`src/design/ile_pkg.sv`:
```
// ile_pkg: shared constants, types and codes for the indexed list engine.
// No dependencies; imported by every module of the block.
package ile_pkg;

  localparam int Depth      = 64;
  localparam int ElemWidth  = 32;
  localparam int IdxW       = $clog2(Depth);
  localparam int CntW       = $clog2(Depth + 1);
  localparam int GroupSize  = 8;
  localparam int NumGroups  = (Depth + GroupSize - 1) / GroupSize;

  localparam int ModeW      = 4;
  localparam int ValueW     = 32;
  localparam int IndexW     = 7;
  localparam int StatusW    = 2;
  localparam int DataW      = 32;
  localparam int InTdataW   = 48;
  localparam int OutTdataW  = 48;

  typedef logic [ElemWidth-1:0] elem_t;
  typedef logic [IdxW-1:0]      pos_t;
  typedef logic [CntW-1:0]      cnt_t;

  typedef enum logic [ModeW-1:0] {
    MODE_INS_HEAD = 4'd0,
    MODE_INS_TAIL = 4'd1,
    MODE_INS_IDX  = 4'd2,
    MODE_RM_HEAD  = 4'd3,
    MODE_RM_TAIL  = 4'd4,
    MODE_RM_IDX   = 4'd5,
    MODE_READ     = 4'd6,
    MODE_REPLACE  = 4'd7,
    MODE_SEARCH   = 4'd8,
    MODE_COMPARE  = 4'd9,
    MODE_CLEAR    = 4'd10
  } mode_e;

  typedef enum logic [StatusW-1:0] {
    ST_OK    = 2'd0,
    ST_RANGE = 2'd1,
    ST_EMPTY = 2'd2,
    ST_FULL  = 2'd3
  } status_e;

  typedef enum logic [1:0] {
    CELL_HOLD = 2'd0,
    CELL_INS  = 2'd1,
    CELL_DEL  = 2'd2,
    CELL_WR   = 2'd3
  } cell_op_e;

  // Broadcast control seen by every cell of the row.
  typedef struct packed {
    cell_op_e op;
    pos_t     pos;
    elem_t    value;
    logic     tap_en;
    logic     rd_en;
    logic     cmp_en;
    logic     srch_en;
    cnt_t     occ;
  } cell_ctrl_t;

endpackage

```
`src/design/ile_cell.sv`:
```
// ile_cell: one list position; shifts with its neighbors, writes and compares.
// Depends on ile_pkg.
module ile_cell (
  input  logic              clk_i,
  input  ile_pkg::pos_t     cell_idx_i,
  input  ile_pkg::cell_ctrl_t ctrl_i,
  input  ile_pkg::elem_t    left_i,
  input  ile_pkg::elem_t    right_i,
  output ile_pkg::elem_t    entry_o,
  output ile_pkg::elem_t    tap_data_o,
  output logic              tap_match_o
);
  import ile_pkg::*;

  elem_t entry_q, entry_d;
  elem_t tap_data_q, tap_data_d;
  logic  tap_match_q, tap_match_d;
  logic  at_pos, in_list;

  assign at_pos  = (cell_idx_i == ctrl_i.pos);
  assign in_list = ({1'b0, cell_idx_i} < ctrl_i.occ);

  always_comb begin
    entry_d = entry_q;
    case (ctrl_i.op)
      CELL_INS: begin
        if (cell_idx_i > ctrl_i.pos) begin
          entry_d = left_i;
        end else if (at_pos) begin
          entry_d = ctrl_i.value;
        end
      end
      CELL_DEL: begin
        if (cell_idx_i >= ctrl_i.pos) begin
          entry_d = right_i;
        end
      end
      CELL_WR: begin
        if (at_pos) begin
          entry_d = ctrl_i.value;
        end
      end
      default: begin
        entry_d = entry_q;
      end
    endcase
  end

  // taps look at the contents before this word's update
  always_comb begin
    tap_data_d  = tap_data_q;
    tap_match_d = tap_match_q;
    if (ctrl_i.tap_en) begin
      tap_data_d  = (ctrl_i.rd_en && at_pos) ? entry_q : '0;
      tap_match_d = (entry_q == ctrl_i.value) &&
                    ((ctrl_i.cmp_en && at_pos) || (ctrl_i.srch_en && in_list));
    end
  end

  always_ff @(posedge clk_i) begin
    entry_q     <= entry_d;
    tap_data_q  <= tap_data_d;
    tap_match_q <= tap_match_d;
  end

  assign entry_o     = entry_q;
  assign tap_data_o  = tap_data_q;
  assign tap_match_o = tap_match_q;

endmodule

```
`config.mk`:
```
export PLATFORM = sky130hd
export DESIGN_NAME = ile_cell
export DESIGN_NICKNAME = d
export VERILOG_FILES = /design/src/design/ile_pkg.sv /design/src/design/ile_cell.sv
export SDC_FILE = /design/constraint.sdc
export NUM_CORES = 1
export LEC_CHECK = 0
export ABC_CLOCK_PERIOD_IN_PS = 3100
export BUFFER_PORTS_ARGS = -buffer_cell sky130_fd_sc_hd__buf_2
export CORE_MARGIN = 3
export CORE_UTILIZATION = 40
export CTS_CLUSTER_SIZE = 24
export DETAILED_ROUTE_END_ITERATION = 7
export GPL_TIMING_DRIVEN = 0
export PLACE_DENSITY = 0.7
export SKIP_LAST_GASP = 1
export SYNTH_ARGS = -nofsm -noshare
export SYNTH_HDL_FRONTEND = slang
export SYNTH_SLANG_ARGS = --single-unit
```
`constraint.sdc`:
```
create_clock -name clk_i -period 3.1 [get_ports clk_i]
set_clock_uncertainty 0.2 [all_clocks]
set_input_delay 0.465 -clock clk_i [delete_from_list [all_inputs] [get_ports clk_i]]
set_output_delay 0.465 -clock clk_i [all_outputs]
set_load 0.02 [all_outputs]
```
==> results of run 1 <==
==> logic make-up (layout without fill, tap and decap cells) <==
| logic type | count (synthesis) | count (layout) | share of synthesized area (%) |
|---|---|---|---|
| flip-flops | 65 | 65 | 48.2 |
| AND/OR/NAND/NOR | 54 | 54 | 8.49 |
| XOR/XNOR | 32 | 32 | 6.92 |
| AO/OA/AOI/OAI | 76 | 76 | 19.4 |
| multiplexers | 32 | 32 | 7.90 |
| adder cells (fa/ha/maj) | 11 | 11 | 3.40 |
| buffers and inverters | 31 | 233 | 5.77 |
==> registers in the layout (all words and copies together) (netlist names) <==
signal / count
entry_o: 32
tap_data_o: 32
tap_match_o: 1
==> layer usage <==
layer / part of all wire [%] / vias to the layer above / global-route usage, % / wire, um
li1: - / 1563 / - / -
met1: 40 / 1512 / 24.4 / 4590
met2: 50 / 151 / 33.4 / 5680
met3: 8.6 / 16 / 4.70 / 991
met4: 1.8 / 0 / 7.58 / 210
met5: 0 / - / 0 / 0
==> cells in the mapped netlist, types with 2 or more instances <==
master / n / area share (%)
o21ai_2: 30 / 6.5
a21oi_1: 2 / 0.25
and3_1: 32 / 4.9
buf_6: 5 / 1.4
ha_1: 11 / 3.4
nor4_1: 8 / 1.2
clkbuf_1: 6 / 0.56
buf_8: 4 / 1.5
nand3_1: 2 / 0.25
clkbuf_8: 3 / 1.0
o21ai_0: 2 / 0.25
xor2_1: 32 / 6.9
inv_1: 11 / 1.0
nand2_1: 2 / 0.19
o21ai_1: 2 / 0.25
a21o_1: 2 / 0.37
mux2i_1: 32 / 7.9
a22oi_1: 2 / 0.37
nand4_1: 2 / 0.31
a22oi_2: 30 / 9.3
edfxtp_1: 65 / 48
==> path summary, 6_finish.rpt <==
| path | cells past startpoint | start | end |
|---|---|---|---|
| max | 7 | cell_idx_i[5] | entry_o[1] |
| min | 3 | left_i[31] | entry_o[31] |
| max reg2reg | 4 | entry_o[17] | tap_match_o |
| min reg2reg | 1 | entry_o[11] | tap_data_o[11] |
==> stage by stage <==
| stage | power, W | std cells |
|---|---|---|
| floorplan | 0.00158 | 301 |
| global placement | 0.00185 | 620 |
| detailed placement | 0.00186 | 620 |
| CTS | 0.00265 | 636 |
| global route | 0.00275 | 636 |
| finish | 0.00264 | 636 |
==> power breakdown <==
group          leakage (nW)  switching, W  internal, W
clock                 0.109      0.000347     0.000452
sequential            0.659     0.0000785      0.00108
combinational          1.60      0.000403     0.000279
==> layout make-up <==
type / count / area [sq um]
Buffer: 20 / 193
Clock inverter: 7 / 95.1
Multi-Input combinational cell: 205 / 1870
Clock buffer: 9 / 124
Inverter: 11 / 41.3
Sequential cell: 65 / 1950
Timing Repair Buffer: 186 / 931
Tap cell: 133 / 166
Fill cell: 891 / 4450
==> tightest hold or removal path, cell delays in order <==
cell	delay, ns
buf_2	0.08
a22oi_2	0.05
o21ai_2	0.05
==> flow_metrics.env, run 1 <==
export IMPL_status="finished clean"
export IMPL_hold_class="in2reg"
export IMPL_die_area_sq_um=11400
export IMPL_cts_sinks=65
export IMPL_worstPathArrival_ns=2.27
export IMPL_grt_pass1_wl_um=17100
export IMPL_initial_utilization_pct=41.3
export IMPL_ant_nets=0
export IMPL_cp_num_buf_inv=2
export IMPL_ys_async_sr_fraction_pct=0
export IMPL_max_freq_mhz=399
export IMPL_criticalPathCategory="in2reg"
export IMPL_tritoncts="built"
export IMPL_cp_slowest_cell="nand2b_2"
export IMPL_ys_warn_count=0
export IMPL_critPathTopFamily="simple AND/OR/NAND/NOR gates"
export IMPL_portBuffers=186
export IMPL_nets=631
export IMPL_clockBufferDepth=2
export IMPL_antenna_found_initial=0
export IMPL_place_ws_ns=0.223
export IMPL_clock_latency_ns=0.34
export IMPL_finalMaxSlewViolations=0
export IMPL_num_rows=36
export IMPL_root_buffer="clkbuf_8"
export IMPL_synth_ff_type="edfxtp_1"
export IMPL_drt_pass1_iter_count=4
export IMPL_dpl_cell_area_sq_um=5150
export IMPL_syn_area_sq_um=4050
export IMPL_maxCapViolCount=0
export IMPL_tightest_slew_ns=0.879
export IMPL_ctsResizeCount=0
export IMPL_ys_seq_area_share_pct=48.2
export IMPL_final_cell_mix="187 x buf_2, 65 x edfxtp_1, 32 x mux2i_1, 32 x xor2_1, 32 x and3_1"
export IMPL_overflow=0
export IMPL_cts_htree_levels=3
export IMPL_ir_drop_v=0.000196
export IMPL_cp_data_required_time_ns=2.87
export IMPL_final_util_pct=54.7
export IMPL_numCtsBuffers=9
export IMPL_area_growth_synth_to_final_pct=32.5
export IMPL_slowest_delay_ns=0.63
export IMPL_grt_pass1_vias=3225
export IMPL_core_area_sq_um=9820
export IMPL_wl_um=11500
export IMPL_clk_pin_slew_ns=0.08
export IMPL_relSlewSlack_pct=41.4
export IMPL_diodes=0
export IMPL_setup_viol=0
export IMPL_postSynthCellCount=301
export IMPL_route_detailed_drc=0
export IMPL_period_minus_slack_ns=2.51
export IMPL_ctsHoldBuffers=0
export IMPL_worstPathCellList="buf_2, ha_1, nand4_2, nor2_4, buf_8, o21ai_0, nand2b_2"
export IMPL_die_h_um=107
export IMPL_syn_nets=434
export IMPL_power_density_nw_per_um2=491
export IMPL_place_detailed_hpwl_um=8910
export IMPL_final_area_sq_um=5370
export IMPL_layout_commonest_cell="buf_2"
export IMPL_critPathCaptureType="register"
export IMPL_vias=3242
export IMPL_die_w_um=107
export IMPL_cts_setup_buffers=0
export IMPL_rsz0062_at_grt="no"
export IMPL_drt_vias_per_instance=5.10
export IMPL_r2r_slack_ns=1.24
export IMPL_wire_per_inst_um=18.0
export IMPL_finalCritPeriodShare_pct=80.8
export IMPL_synthDistinctLibCells=37
export IMPL_postLayoutSetupSlackWorst_ns=0.594
export IMPL_start_kind="primary input"
export IMPL_setup_tns_ns=0
export IMPL_grt_max_degree=34
export IMPL_yosys_register_bits=65
export IMPL_drive_above_1_share_pct=56.3
export IMPL_cp_max_fo=32
export IMPL_io_pins=187
export IMPL_synth_edff_count=65
export IMPL_track_usage_pct=19.7
export IMPL_gp_congestion=0.800
export IMPL_finalHoldViolations=0
export IMPL_whs_ns=0.205
export IMPL_power_leakage_nw=2.37
export IMPL_dr_first_iter_drc_count=153
export IMPL_synth_avg_cell_area_sq_um=13.5
Note: power is estimated with default switching activity, not from simulation.
==> inputs of run 2 (changes only) <==
- ABC_CLOCK_PERIOD_IN_PS: 3100 -> 2200
- PLACE_DENSITY: 0.7 -> 0.73
- clock period: 3.1 -> 2.2 ns (I/O delays scaled with it)
==> flow_metrics.env, run 2 (same netlist as run 1, synthesis figures left out) <==
export IMPL_diodes=0
export IMPL_die_area_sq_um=11400
export IMPL_clk_pin_slew_ns=0.07
export IMPL_initial_utilization_pct=41.3
export IMPL_power_leakage_nw=2.35
export IMPL_whs_ns=0.0686
export IMPL_ir_drop_v=0.000240
export IMPL_antenna_found_initial=0
export IMPL_final_area_sq_um=5310
export IMPL_overflow=0
export IMPL_num_rows=36
export IMPL_root_buffer="clkbuf_8"
export IMPL_setup_viol=0
export IMPL_finalHoldViolations=0
export IMPL_area_growth_synth_to_final_pct=31.1
export IMPL_period_minus_slack_ns=2.10
export IMPL_cp_data_required_time_ns=2.05
export IMPL_die_h_um=107
export IMPL_finalCritPeriodShare_pct=95.4
export IMPL_wl_um=11600
export IMPL_grt_max_degree=34
export IMPL_numCtsBuffers=9
export IMPL_postLayoutSetupSlackWorst_ns=0.101
export IMPL_io_pins=187
export IMPL_vias=3240
export IMPL_ant_nets=0
export IMPL_layout_commonest_cell="buf_2"
export IMPL_cts_sinks=65
export IMPL_clockBufferDepth=2
export IMPL_final_util_pct=54.1
export IMPL_relSlewSlack_pct=44.7
export IMPL_clock_latency_ns=0.35
export IMPL_drive_above_1_share_pct=55.5
export IMPL_track_usage_pct=20.1
export IMPL_finalMaxSlewViolations=0
export IMPL_grt_pass1_wl_um=17100
export IMPL_ctsHoldBuffers=0
export IMPL_grt_pass1_vias=3289
export IMPL_die_w_um=107
export IMPL_max_freq_mhz=476
export IMPL_cp_max_fo=16
export IMPL_rsz0062_at_grt="no"
export IMPL_setup_tns_ns=0
export IMPL_nets=632
export IMPL_portBuffers=186
export IMPL_final_cell_mix="187 x buf_2, 65 x edfxtp_1, 32 x mux2i_1, 32 x xor2_1, 32 x and3_1"
export IMPL_wire_per_inst_um=18.3
export IMPL_dpl_cell_area_sq_um=5160
export IMPL_power_density_nw_per_um2=642
export IMPL_tritoncts="built"
export IMPL_drt_pass1_iter_count=4
export IMPL_cts_htree_levels=3
export IMPL_worstPathArrival_ns=1.95
export IMPL_route_detailed_drc=0
export IMPL_hold_class="in2reg"
export IMPL_dr_first_iter_drc_count=169
export IMPL_tightest_slew_ns=0.829
export IMPL_start_kind="primary input"
export IMPL_place_detailed_hpwl_um=9050
export IMPL_gp_congestion=0.815
export IMPL_core_area_sq_um=9820
export IMPL_critPathCaptureType="register"
export IMPL_maxCapViolCount=0
export IMPL_criticalPathCategory="in2reg"
export IMPL_drt_vias_per_instance=5.11
export IMPL_place_ws_ns=-0.359
export IMPL_status="finished clean"
## run 2: changes by cell type in the layout (fill, tap and decap cells not counted), sizes merged
cell      change
clkinvlp      -1
nand2b        +1
clkinv        -2
clkbuf        +2
bufinv        -2
## run 2: repair_timing
action | in CTS | in global routing
resized for setup | 0 | 2
buffers inserted | 0 | 0
setup endpoints to repair | 0 | 32
## run 2: per-stage QoR
step / power, W / std cells
after floorplan: 0.00223 / 301
after global placement: 0.00260 / 620
after detailed placement: 0.00263 / 620
after CTS: 0.00343 / 633
after global routing: 0.00358 / 634
final: 0.00341 / 634
## run 2: final timing paths
path	startpoint	end	slack, ns	depth (start not counted)
hold / removal	left_i[30]	entry_o[30]	0.07	3
setup reg to reg	entry_o[24]	tap_match_o	0.35	4
setup / recovery	cell_idx_i[5]	entry_o[4]	0.10	6
hold reg to reg	entry_o[13]	tap_data_o[13]	0.46	1
## run 2: layer usage
metal | track usage, % | routed length, um | vias up
li1 | - | - | 1564
met1 | 23.5 | 4630 | 1524
met2 | 35.1 | 5860 | 132
met3 | 5.48 | 888 | 20
met4 | 7.31 | 226 | 0
met5 | 0 | 0 | -
## run 2: area by class of cell
| type | instances | area, sq um |
|---|---|---|
| Clock inverter | 2 | 8.76 |
| Inverter | 11 | 41.3 |
| Clock buffer | 11 | 131 |
| Multi-Input combinational cell | 206 | 1890 |
| Timing Repair Buffer | 186 | 931 |
| Sequential cell | 65 | 1950 |
| Buffer | 20 | 193 |
| Tap cell | 133 | 166 |
| Fill cell | 896 | 4510 |
## run 2: power by group
| part | internal (W) | switching (W) |
|---|---|---|
| clock | 0.000384 | 0.000425 |
| sequential | 0.00152 | 0.000114 |
| combinational | 0.000396 | 0.000571 |
## run 2: critical path, stage by stage
cell      delay, ns
buf_2          0.12
ha_1           0.33
a21oi_1        0.29
nand3_1        0.17
o21ai_1        0.43
nand2b_4       0.26
==> inputs of run 3 (changes only) <==
- CORE_MARGIN: 3 -> unset
==> flow_metrics.env, run 3 (same netlist as run 1, synthesis figures left out) <==
export IMPL_vias=3218
export IMPL_clk_pin_slew_ns=0.07
export IMPL_gp_congestion=0.777
export IMPL_status="finished clean"
export IMPL_power_density_nw_per_um2=644
export IMPL_root_buffer="clkbuf_8"
export IMPL_rsz0062_at_grt="no"
export IMPL_route_detailed_drc=0
export IMPL_finalMaxSlewViolations=0
export IMPL_wire_per_inst_um=17.6
export IMPL_fillers=890
export IMPL_finalNonFillerCells=638
export IMPL_die_w_um=103
export IMPL_cts_sinks=65
export IMPL_worstPathArrival_ns=1.95
export IMPL_critPathCaptureType="register"
export IMPL_finalCritPeriodShare_pct=93.1
export IMPL_place_ws_ns=-0.358
export IMPL_postLayoutSetupSlackWorst_ns=0.151
export IMPL_numCtsBuffers=9
export IMPL_overflow=0
export IMPL_dp_cells=620
export IMPL_cp_data_required_time_ns=2.10
export IMPL_grt_max_degree=34
export IMPL_grt_pass1_vias=3188
export IMPL_tightest_slew_ns=0.777
export IMPL_power_leakage_nw=2.35
export IMPL_initial_utilization_pct=41.5
export IMPL_dpl_cell_area_sq_um=5160
export IMPL_grt_pass1_wl_um=16200
export IMPL_wl_um=11200
export IMPL_die_h_um=103
export IMPL_antenna_found_initial=1
export IMPL_layout_commonest_cell="buf_2"
export IMPL_drt_vias_per_instance=5.04
export IMPL_track_usage_pct=21.2
export IMPL_relSlewSlack_pct=48.2
export IMPL_hold_class="in2reg"
export IMPL_final_area_sq_um=5330
export IMPL_finalHoldViolations=0
export IMPL_drive_above_1_share_pct=55.4
export IMPL_portBuffers=186
export IMPL_cts_htree_levels=3
export IMPL_final_util_pct=54.5
export IMPL_criticalPathCategory="in2reg"
export IMPL_period_minus_slack_ns=2.05
export IMPL_clockBufferDepth=2
export IMPL_final_cell_mix="187 x buf_2, 65 x edfxtp_1, 32 x mux2i_1, 32 x xor2_1, 32 x and3_1"
export IMPL_ant_nets=0
export IMPL_nets=632
export IMPL_place_detailed_hpwl_um=8640
export IMPL_die_area_sq_um=10500
export IMPL_cp_max_fo=10
export IMPL_num_rows=36
export IMPL_clock_latency_ns=0.35
export IMPL_setup_viol=0
export IMPL_dr_first_iter_drc_count=99
export IMPL_core_area_sq_um=9770
export IMPL_whs_ns=0.0632
export IMPL_io_pins=187
export IMPL_start_kind="primary input"
export IMPL_tritoncts="built"
export IMPL_ir_drop_v=0.000229
export IMPL_max_freq_mhz=488
export IMPL_drt_pass1_iter_count=4
export IMPL_area_growth_synth_to_final_pct=31.6
export IMPL_maxCapViolCount=0
-- run 3: cell types whose count changed in the layout (fill, tap and decap cells not counted) --
cell        change
o21ai_2         +1
clkinvlp_4      +1
diode_2         +1
clkinv_2        -1
o21ai_1         -1
clkinv_1        +3
-- run 3: cell type report --
class	count	area [sq um]	share of cell area [%]
Sequential cell	65	1950	36.6
Multi-Input combinational cell	206	1890	35.5
Timing Repair Buffer	186	931	17.5
Buffer	20	193	3.61
Tap cell	133	166	3.12
Clock buffer	11	131	2.46
Inverter	11	41.3	0.774
Clock inverter	5	22.5	0.422
Antenna cell	1	2.50	0.0469
-- run 3: worst paths after layout --
| check | end | from | cells past startpoint | slack (ns) |
|---|---|---|---|---|
| max reg2reg | tap_match_o | entry_o[24] | 4 | 0.34 |
| min reg2reg | tap_data_o[17] | entry_o[17] | 1 | 0.46 |
| max | entry_o[28] | cell_idx_i[5] | 7 | 0.15 |
| min | entry_o[4] | left_i[4] | 3 | 0.06 |
-- run 3: worst max-delay path: stages --
cell	delay (ns)
buf_2	0.11
ha_1	0.34
nand4_2	0.15
nor2_4	0.25
buf_2	0.40
mux2i_1	0.29
o21ai_2	0.07
-- run 3: through the flow --
| step | setup TNS (ns) | power (W) |
|---|---|---|
| 2_1_floorplan | 0 | 0.00223 |
| 3_3_place_gp | -16.55 | 0.00260 |
| 3_5_place_dp | -19.29 | 0.00263 |
| 4_1_cts | 0 | 0.00345 |
| 5_1_grt | 0 | 0.00360 |
| 6_report | 0 | 0.00344 |
-- run 3: power by group --
group	switching [W]	internal (W)	total [W]
logic	0.000570	0.000397	0.000967
registers	0.000112	0.00152	0.00163
clock network	0.000442	0.000394	0.000836
-- run 3: timing repair --
action / in CTS / in global routing
endpoints found under the hold margin: 0 / 0
buffers inserted: 0 / 0
endpoints found under the setup margin: 0 / 32
resized for setup: 0 / 3
hold buffers: 0 / 0
-- run 3: layer usage --
metal  GRT usage, %  share of wire, %  vias up
li1               -                 -     1570
met1           25.1                41     1483
met2           36.6                50      142
met3           4.00               6.5       23
met4           10.8               2.5        0
met5              0                 0        -
